**config.mk**
```make
export PLATFORM = sky130hd
export DESIGN_NAME = kmer_frequency_table_sorted_top
export DESIGN_NICKNAME = d
export VERILOG_FILES = /design/src/kft_pkg.sv /design/src/kmer_frequency_table_sorted_top.sv /design/src/kft_ram.sv
export SDC_FILE = /design/constraint.sdc
export NUM_CORES = 2
export LEC_CHECK = 0
export BUFFER_PORTS_ARGS = -buffer_cell sky130_fd_sc_hd__buf_4
export CAP_MARGIN = 20
export CORE_MARGIN = 5
export CORE_UTILIZATION = 43
export DETAILED_ROUTE_END_ITERATION = 6
export SLEW_MARGIN = 10
export SYNTH_ARGS = -nofsm -noshare
export SYNTH_HDL_FRONTEND = slang
export SYNTH_SLANG_ARGS = --single-unit
```
**constraint.sdc**
```tcl
create_clock -name i_clk -period 7.75 [get_ports i_clk]
set_input_delay 0.3875 -clock i_clk [delete_from_list [all_inputs] [get_ports i_clk]]
set_output_delay 0.3875 -clock i_clk [all_outputs]
set_load 0.005 [all_outputs]
```
**src/kft_pkg.sv**
```systemverilog
// ============================================================================
// kft_pkg
// Shared types and constants for the k-mer frequency table.
// ============================================================================
package kft_pkg;

    localparam int KMER_W  = 32;
    localparam int COUNT_W = 24;
    localparam int ADD_W   = 16;
    localparam int CFG_IDX_W  = 2;
    localparam int CFG_DATA_W = 24;

    localparam logic [CFG_IDX_W-1:0] CFG_LOWER_BOUND    = 2'd0;
    localparam logic [CFG_IDX_W-1:0] CFG_DELETE_MISSING = 2'd1;
    localparam logic [CFG_IDX_W-1:0] CFG_MISSING_CODE   = 2'd2;

    localparam logic [COUNT_W-1:0] COUNT_MAX = '1;

    typedef logic [KMER_W-1:0]  t_kmer;
    typedef logic [COUNT_W-1:0] t_count;

    // Ordering rule: a before b when count higher, ties by smaller k-mer
    function automatic logic goes_before(t_kmer ka, t_count ca, t_kmer kb, t_count cb);
        logic r;
        if (ca != cb) begin
            r = (ca > cb);
        end else begin
            r = (ka < kb);
        end
        return r;
    endfunction

endpackage

```
**src/kmer_frequency_table_sorted_top.sv**
```systemverilog
// ============================================================================
// kmer_frequency_table_sorted_top
// K-mer counting table with pruning and sorted read-out.
// ============================================================================
// An item scans the table one entry a cycle through a single RAM read port.
// On a final item the read-out is a selection sort over the same port: a run
// of n results needs n + 1 passes because the chosen entry is held until the
// next pass shows whether another one follows. The input is not ready while
// an item is being worked on.
module kmer_frequency_table_sorted_top #(
    parameter int TABLE_DEPTH = 64,
    parameter int KMER_LEN    = 4
) (
    input  logic                        i_clk,
    input  logic                        i_rst_n,
    input  logic                        i_cfg_we,
    input  logic [kft_pkg::CFG_IDX_W-1:0]  i_cfg_idx,
    input  logic [kft_pkg::CFG_DATA_W-1:0] i_cfg_data,
    input  logic                        i_valid,
    output logic                        o_ready,
    input  logic [31:0]                 i_kmer_chars,
    input  logic [15:0]                 i_count_add,
    input  logic                        i_final_item,
    output logic                        o_valid,
    input  logic                        i_ready,
    output logic [31:0]                 o_out_kmer,
    output logic [23:0]                 o_out_count,
    output logic                        o_entry_valid,
    output logic                        o_overflowed,
    output logic                        o_last_of_run
);
    import kft_pkg::*;

    localparam int AW     = $clog2(TABLE_DEPTH);
    localparam int NW     = $clog2(TABLE_DEPTH + 1);
    localparam int KCHARS = (KMER_LEN < 4) ? KMER_LEN : 4;
    localparam logic [KMER_W-1:0] KMASK =
        (KCHARS >= 4) ? '1 : KMER_W'((64'd1 << (8 * KCHARS)) - 64'd1);
    localparam logic [NW-1:0] DEPTH_N = NW'(TABLE_DEPTH);

    // state codes
    localparam logic [2:0] S_IDLE  = 3'd0;
    localparam logic [2:0] S_SCAN  = 3'd1;
    localparam logic [2:0] S_UPD   = 3'd2;
    localparam logic [2:0] S_SEL   = 3'd3;
    localparam logic [2:0] S_EMIT  = 3'd4;
    localparam logic [2:0] S_WAIT  = 3'd5;

    // config registers
    logic [COUNT_W-1:0] r_lower_bound;
    logic               r_delete_missing;
    logic [7:0]         r_missing_code;

    always_ff @(posedge i_clk) begin
        if (!i_rst_n) begin
            r_lower_bound    <= '0;
            r_delete_missing <= 1'b0;
            r_missing_code   <= 8'd95;
        end else if (i_cfg_we) begin
            case (i_cfg_idx)
                CFG_LOWER_BOUND:    r_lower_bound    <= i_cfg_data;
                CFG_DELETE_MISSING: r_delete_missing <= i_cfg_data[0];
                CFG_MISSING_CODE:   r_missing_code   <= i_cfg_data[7:0];
                default: ;
            endcase
        end
    end

    // control and payload registers
    logic [2:0]   r_state, n_state;
    logic [NW-1:0] r_used, n_used;
    logic         r_ovf, n_ovf;
    logic [NW-1:0] r_ptr, n_ptr;      // read address issued
    logic         r_rv, n_rv;         // read data valid next cycle
    logic [AW-1:0] r_raddr_q, n_raddr_q; // address of data now on rdata
    t_kmer        r_key, n_key;
    logic [ADD_W-1:0] r_add, n_add;
    logic         r_fin, n_fin;
    logic         r_hit, n_hit;
    logic [AW-1:0] r_hit_idx, n_hit_idx;
    // selection sort: held entry (last chosen), best candidate of current pass
    t_kmer        r_lk, n_lk;
    t_count       r_lc, n_lc;
    logic         r_first, n_first;
    logic         r_bv, n_bv;
    t_kmer        r_bk, n_bk;
    t_count       r_bc, n_bc;
    logic         r_emitted, n_emitted;
    // output register
    logic         r_ov, n_ov;
    t_kmer        r_ok, n_ok;
    t_count       r_oc, n_oc;
    logic         r_oe, n_oe;
    logic         r_oo, n_oo;
    logic         r_ol, n_ol;

    // memories
    logic         w_we;
    logic [AW-1:0] w_waddr, w_raddr;
    t_kmer        w_wk, w_rk;
    t_count       w_wc, w_rc;

    kft_ram #(.WIDTH(KMER_W), .DEPTH(TABLE_DEPTH)) u_kram (
        .i_clk(i_clk), .i_we(w_we), .i_waddr(w_waddr), .i_wdata(w_wk),
        .i_raddr(w_raddr), .o_rdata(w_rk));
    kft_ram #(.WIDTH(COUNT_W), .DEPTH(TABLE_DEPTH)) u_cram (
        .i_clk(i_clk), .i_we(w_we), .i_waddr(w_waddr), .i_wdata(w_wc),
        .i_raddr(w_raddr), .o_rdata(w_rc));

    assign w_raddr = r_ptr[AW-1:0];

    // missing-code test on the entry being read
    logic w_has_missing;
    always_comb begin
        w_has_missing = 1'b0;
        for (int i = 0; i < KCHARS; i++) begin
            if (w_rk[8*i +: 8] == r_missing_code) w_has_missing = 1'b1;
        end
    end

    logic w_keep, w_after_last, w_better;
    logic [COUNT_W:0] w_sum;
    assign w_keep = (w_rc > r_lower_bound) && !(r_delete_missing && w_has_missing);
    assign w_after_last = r_first || goes_before(r_lk, r_lc, w_rk, w_rc);
    assign w_better = !r_bv || goes_before(w_rk, w_rc, r_bk, r_bc);
    assign w_sum = {1'b0, w_rc} + {{(COUNT_W-ADD_W+1){1'b0}}, r_add};

    assign o_ready = (r_state == S_IDLE);

    always_comb begin
        n_state = r_state; n_used = r_used; n_ovf = r_ovf; n_ptr = r_ptr;
        n_rv = 1'b0; n_raddr_q = r_ptr[AW-1:0];
        n_key = r_key; n_add = r_add; n_fin = r_fin;
        n_hit = r_hit; n_hit_idx = r_hit_idx;
        n_lk = r_lk; n_lc = r_lc; n_first = r_first;
        n_bv = r_bv; n_bk = r_bk; n_bc = r_bc; n_emitted = r_emitted;
        n_ov = r_ov; n_ok = r_ok; n_oc = r_oc; n_oe = r_oe; n_oo = r_oo; n_ol = r_ol;
        w_we = 1'b0; w_waddr = r_hit_idx; w_wk = r_key; w_wc = w_sum[COUNT_W-1:0];

        if (r_ov && i_ready) n_ov = 1'b0;

        case (r_state)
            S_IDLE: begin
                if (i_valid) begin
                    n_key = i_kmer_chars & KMASK;
                    n_add = i_count_add;
                    n_fin = i_final_item;
                    n_hit = 1'b0;
                    n_ptr = '0;
                    n_state = S_SCAN;
                end
            end
            // one entry per cycle: issue read, compare registered data
            S_SCAN: begin
                if (r_rv && !r_hit && (w_rk == r_key)) begin
                    n_hit = 1'b1;
                    n_hit_idx = r_raddr_q;
                    // point the read port back at the hit entry for the update
                    n_ptr = NW'(r_raddr_q);
                end
                if (r_ptr < r_used && !(r_hit || (r_rv && w_rk == r_key))) begin
                    n_ptr = r_ptr + 1'b1;
                    n_rv = 1'b1;
                end else if (!r_rv) begin
                    n_state = S_UPD;
                end
            end
            // accumulate, insert or drop
            S_UPD: begin
                if (r_hit) begin
                    w_we = 1'b1;
                    w_wc = w_sum[COUNT_W] ? COUNT_MAX : w_sum[COUNT_W-1:0];
                    n_state = r_fin ? S_SEL : S_IDLE;
                    n_ptr = '0;
                end else begin
                    n_ptr = '0;
                    if (r_used < DEPTH_N) begin
                        w_we = 1'b1;
                        w_waddr = r_used[AW-1:0];
                        w_wc = {{(COUNT_W-ADD_W){1'b0}}, r_add};
                        n_used = r_used + 1'b1;
                    end else begin
                        n_ovf = 1'b1;
                    end
                    n_state = r_fin ? S_SEL : S_IDLE;
                end
                // on a hit, rdata now holds the hit entry's count
                n_first = 1'b1; n_bv = 1'b0; n_emitted = 1'b0;
            end
            // one pass: find best survivor after the last chosen one
            S_SEL: begin
                if (r_rv && w_keep && w_after_last && w_better) begin
                    n_bv = 1'b1; n_bk = w_rk; n_bc = w_rc;
                end
                if (r_ptr < r_used) begin
                    n_ptr = r_ptr + 1'b1;
                    n_rv = 1'b1;
                end else if (!r_rv) begin
                    n_state = S_EMIT;
                end
            end
            S_EMIT: begin
                if (!r_ov || i_ready) begin
                    if (r_bv) begin
                        // another entry follows: push out the held one
                        if (r_emitted) begin
                            n_ov = 1'b1; n_ok = r_lk; n_oc = r_lc; n_oe = 1'b1;
                            n_oo = r_ovf; n_ol = 1'b0;
                        end
                        n_lk = r_bk; n_lc = r_bc; n_first = 1'b0;
                        n_emitted = 1'b1; n_bv = 1'b0; n_ptr = '0;
                        n_state = S_SEL;
                    end else begin
                        n_ov = 1'b1; n_ok = r_lk; n_oc = r_lc; n_oe = 1'b1;
                        n_oo = r_ovf; n_ol = 1'b1;
                        if (!r_emitted) begin
                            n_ok = '0; n_oc = '0; n_oe = 1'b0;
                        end
                        n_state = S_WAIT;
                        n_used = '0; n_ovf = 1'b0;
                    end
                end
            end
            S_WAIT: begin
                if (!r_ov || i_ready) n_state = S_IDLE;
            end
            default: n_state = S_IDLE;
        endcase
    end

    // The chosen entry is held in r_lk/r_lc and only pushed out once the
    // following pass shows whether more follow, so the final one can carry
    // last_of_run.

    always_ff @(posedge i_clk) begin
        if (!i_rst_n) begin
            r_state <= S_IDLE; r_used <= '0; r_ovf <= 1'b0; r_rv <= 1'b0;
            r_ov <= 1'b0; r_ptr <= '0;
        end else begin
            r_state <= n_state; r_used <= n_used; r_ovf <= n_ovf; r_rv <= n_rv;
            r_ov <= n_ov; r_ptr <= n_ptr;
        end
        r_raddr_q <= n_raddr_q; r_key <= n_key; r_add <= n_add; r_fin <= n_fin;
        r_hit <= n_hit; r_hit_idx <= n_hit_idx; r_lk <= n_lk; r_lc <= n_lc;
        r_first <= n_first; r_bv <= n_bv; r_bk <= n_bk; r_bc <= n_bc;
        r_emitted <= n_emitted; r_ok <= n_ok; r_oc <= n_oc; r_oe <= n_oe;
        r_oo <= n_oo; r_ol <= n_ol;
    end

    assign o_valid       = r_ov;
    assign o_out_kmer    = r_ok;
    assign o_out_count   = r_oc;
    assign o_entry_valid = r_oe;
    assign o_overflowed  = r_oo;
    assign o_last_of_run = r_ol;

`ifndef SYNTHESIS
    a_no_ready_busy: assert property (@(posedge i_clk) disable iff (!i_rst_n)
        (r_state != S_IDLE) |-> !o_ready) else $error("ready while busy");
    a_used_bound: assert property (@(posedge i_clk) disable iff (!i_rst_n)
        r_used <= DEPTH_N) else $error("table count overrun");
    a_empty_marker: assert property (@(posedge i_clk) disable iff (!i_rst_n)
        (o_valid && !o_entry_valid) |-> o_last_of_run) else $error("bad empty marker");
`endif
endmodule

```
**src/kft_ram.sv**
```systemverilog
// ============================================================================
// kft_ram
// Generic single-port-write, single-port-read RAM with registered read.
// ============================================================================
module kft_ram #(
    parameter int WIDTH = 32,
    parameter int DEPTH = 64
) (
    input  logic                     i_clk,
    input  logic                     i_we,
    input  logic [$clog2(DEPTH)-1:0] i_waddr,
    input  logic [WIDTH-1:0]         i_wdata,
    input  logic [$clog2(DEPTH)-1:0] i_raddr,
    output logic [WIDTH-1:0]         o_rdata
);
    logic [WIDTH-1:0] r_mem [DEPTH];

    always_ff @(posedge i_clk) begin
        if (i_we) begin
            r_mem[i_waddr] <= i_wdata;
        end
        o_rdata <= r_mem[i_raddr];
    end
endmodule
```
==> summary.md <==
| Metric | Value |
|---|---|
| Outcome | complete, no violations |
| Worst relative slew slack | 23.23% |
| CTS tree | yes |
| Total track usage | between 20% and 30% |
| First-pass GRT wire length | between 500,000 and 600,000 um |
| Kind of critical path | reg2reg |
| Static leakage | about 54 nW |
| Layout fillers | about 28,000 |
| Setup tns final | 0 ps |
| Layout cell share with drive strength beyond 1 | about 29% |
| Post-synthesis async set-or-reset flop share | 0% |
| Mapped Area | between 150,000 and 200,000 um^2 |
| Gate Count Post-Synth | about 6,700 |
| Finish-stage setup viols | 0 |
| Clock tree buffer depth | 4 |
| Register area share after synthesis | 76.70% |
| CP endpoint kind | flip-flop |
| Num ports | between 100 and 150 |
| Period utilisation layout | 64.71% |
| Critical R2R Launch | r_state[1]$_SDFFE_PN0P_ |
| CP max FO | 33 |
| Final wirelength | 417,900 um |
| Largest net degree at the start of global routing | 126 |
| Unrepaired setup endpoints after global routing | false |
| Crit start category | flip-flop |
| Ys Warns | 0 |
| Tmin final | 5015 ps |
| WP data required | between 8000 and 9000 ps |
| Number of distinct library cells after synthesis | 72 |
| Post-Syn Area per Cell | 22.63 um^2 |
| Register bit total from synthesis | 3,929 |
| Core Rows | between 200 and 250 |
| HPWL Detailed | between 200,000 and 250,000 um |
| Number of buffers created by CTS | 397 |
| PostCTS Resize Cnt | 0 |
| Most numerous cell in the Yosys netlist | edfxtp_1 |
| TritonRoute pass-1 iters | 6 |
| Clk Latency, worst-skew pair | ~950 ps |
| Simple-gate portion of the synthesized area | under 10% |
| Placeable Area | 352,700 um^2 |
| Total number of vias | between 70,000 and 80,000 |
| Post-Synth XOR/XNOR Area | less than 1% |
| Die area | approximately 370,000 um^2 |
| Max-slew violation count | 0 |
| Routed Antenna Nets | 0 |
| Arr. time, crit path | about 5500 ps |
| Yosys top cell area share | between 70% and 80% |
| Peak Freq | about 200 MHz |
| Cells after DPL | roughly 12,000 |
| Avg WL per Cell | 33.81 um |
| EDFF count, synth | roughly 3,800 |
| Die H | around 600 um |
| Worst-path clk slew | around 60 ps |
| CTS Sinks | between 3,000 and 4,000 |
| Multiplexer share of the synthesized area | between 10% and 20% |
| Initial antenna violation count | 27 |
| Drt drc | 0 |
| Synth area leader | edfxtp_1 |
| Grt ovf | 0 |
| Vias in the first global route | around 75,000 |
| Initial drt markers | between 10,000 and 15,000 |
| Final nets | approximately 7,500 |
| Hold_sp | i_kmer_chars[6] |
| Port Buffer Count | 140 |
| Compound-gate portion of the synthesized area | around 1.3% |
| Setup ws final | 2735 ps |
| Peak supply drop | roughly 220 uV |
| Power Density | around 250 nW/um^2 |
| P&R area growth vs syn | 14.65% |
| Die X | just over 600 um |
| Dpl ws | between 2000 and 3000 ps |
| Hold crit path type | in2reg |
| Clock skew | 66.93 ps |
| H-tree Lvls | 5 |
| Initial Utilization | a little over two fifths |
| Final Instance Area | around 170,000 um^2 |
| Vias per inst | roughly 6.0 |
| Synthesized-area fraction occupied by adder cells | 1.311% |
| Top FF cell, synth | edfxtp_1 |
| Most instantiated cells after synthesis | edfxtp_1, mux4_2, nand2_1 |
| Fin. Hold Viols | 0 |
| Slew @ Worst Pin | about 1200 ps |
| Syn nets | around 7,000 |
| Non-filler cells, final | between 10,000 and 15,000 |
| Root buffer cell | clkbuf_16 |
| Largest family of logic cells by synthesized area | multiplexers |
| Dominant cells by area after synthesis | edfxtp_1, mux4_2, dfxtp_1, ha_1, nand2_1 |
| Max Cap Viol | 0 |
| GPL Wtd Cong | roughly 0.9 |
| Post-DP Area | between 150,000 and 200,000 um^2 |
| Worst setup startpoint | r_state[1]$_SDFFE_PN0P_ |
-- worst paths after layout --
kind,end,slack [ps],depth (start not counted)
worst max-delay path,u_kram.r_mem[26][31]$_DFFE_PP_,2730,8
worst max register to register,u_kram.r_mem[26][31]$_DFFE_PP_,2730,8
worst min-delay path,r_key[6]$_DFFE_PP_,160,2
worst min register to register,r_lc[16]$_DFFE_PP_,450,0
-- state kept, by name, summed over array words and instances (netlist names), 32 cells and up --
signal,count
u_kram.r_mem,2048
r_lk,32
o_out_kmer,32
u_cram.r_mem,1536
u_kram.o_rdata,32
r_key,32
r_bk,32
-- power by group --
group | switching [W] | leakage [nW] | internal (W)
clock | 0.00806 | 6.36 | 0.0110
sequential | 0.0000451 | 35.3 | 0.0238
combinational | 0.000991 | 12.3 | 0.000201
-- layer usage --
layer | global-route usage, % | wire length, um | vias to the layer above
met5 | 0 | 41 | -
met4 | 6.979 | 13760 | 6
met3 | 4.681 | 38350 | 639
met2 | 35.28 | 197800 | 3721
met1 | 31.87 | 167900 | 40791
li1 | - | - | 29524
-- placed cells by master, fill, tap and decap left out, drive strengths merged, types with 91 or more instances in the layout --
master / instances
nand2: 256
mux4: 1147
nor2: 117
clkbuf: 510
inv: 185
clkinv: 155
edfxtp: 3814
ha: 158
dlygate4sd3: 97
a21oi: 91
dfxtp: 115
buf: 370
-- cells by family (layout without fill, tap and decap cells) --
kind of cell | after synthesis | in the layout
buf+inv | 480 | 1363
other cells | 0 | 17
fa+ha+maj | 159 | 159
xor+xnor | 82 | 82
compound gates | 301 | 301
simple gates | 631 | 631
flops | 3929 | 3929
mux | 1149 | 1149
-- worst max-delay path, cell delays in order (launching register included) --
cell and delay [ps]:
dfxtp_1 540, inv_1 220, nor3_1 460, nand3_1 140
buf_4 230, o21ai_0 480, nand2_1 590, nor2_4 1000
buf_4 830
-- cell type report --
type                    count  area, um^2  share of cell area (%)
flip-flops and latches   3929      116900                   66.91
repair buffers            467        4167                   2.386
clock buffers             510       10850                   6.211
well taps                4730        5918                   3.389
clock inverters           221        2112                   1.209
diodes                     17       42.54                 0.02436
multi-input cells        2322       34080                   19.51
inverters                 165       634.4                  0.3632
-- timing repair --
item	4_1_cts	5_1_grt
hold buffers	97	0
endpoints found under the hold margin	92	0
buffers inserted	0	0
-- per-stage QoR --
step	total power, W	hold WS, ps	util (%)
final	0.04411	162.4	49.52
after detailed placement	0.02542	425.7	45.53
after CTS	0.04438	80.23	49.48
after global placement	0.02535	432.6	45.51
after global routing	0.04536	137.4	49.51
after floorplan	0.02482	351.9	-
Power figures use the tool's default switching activity.
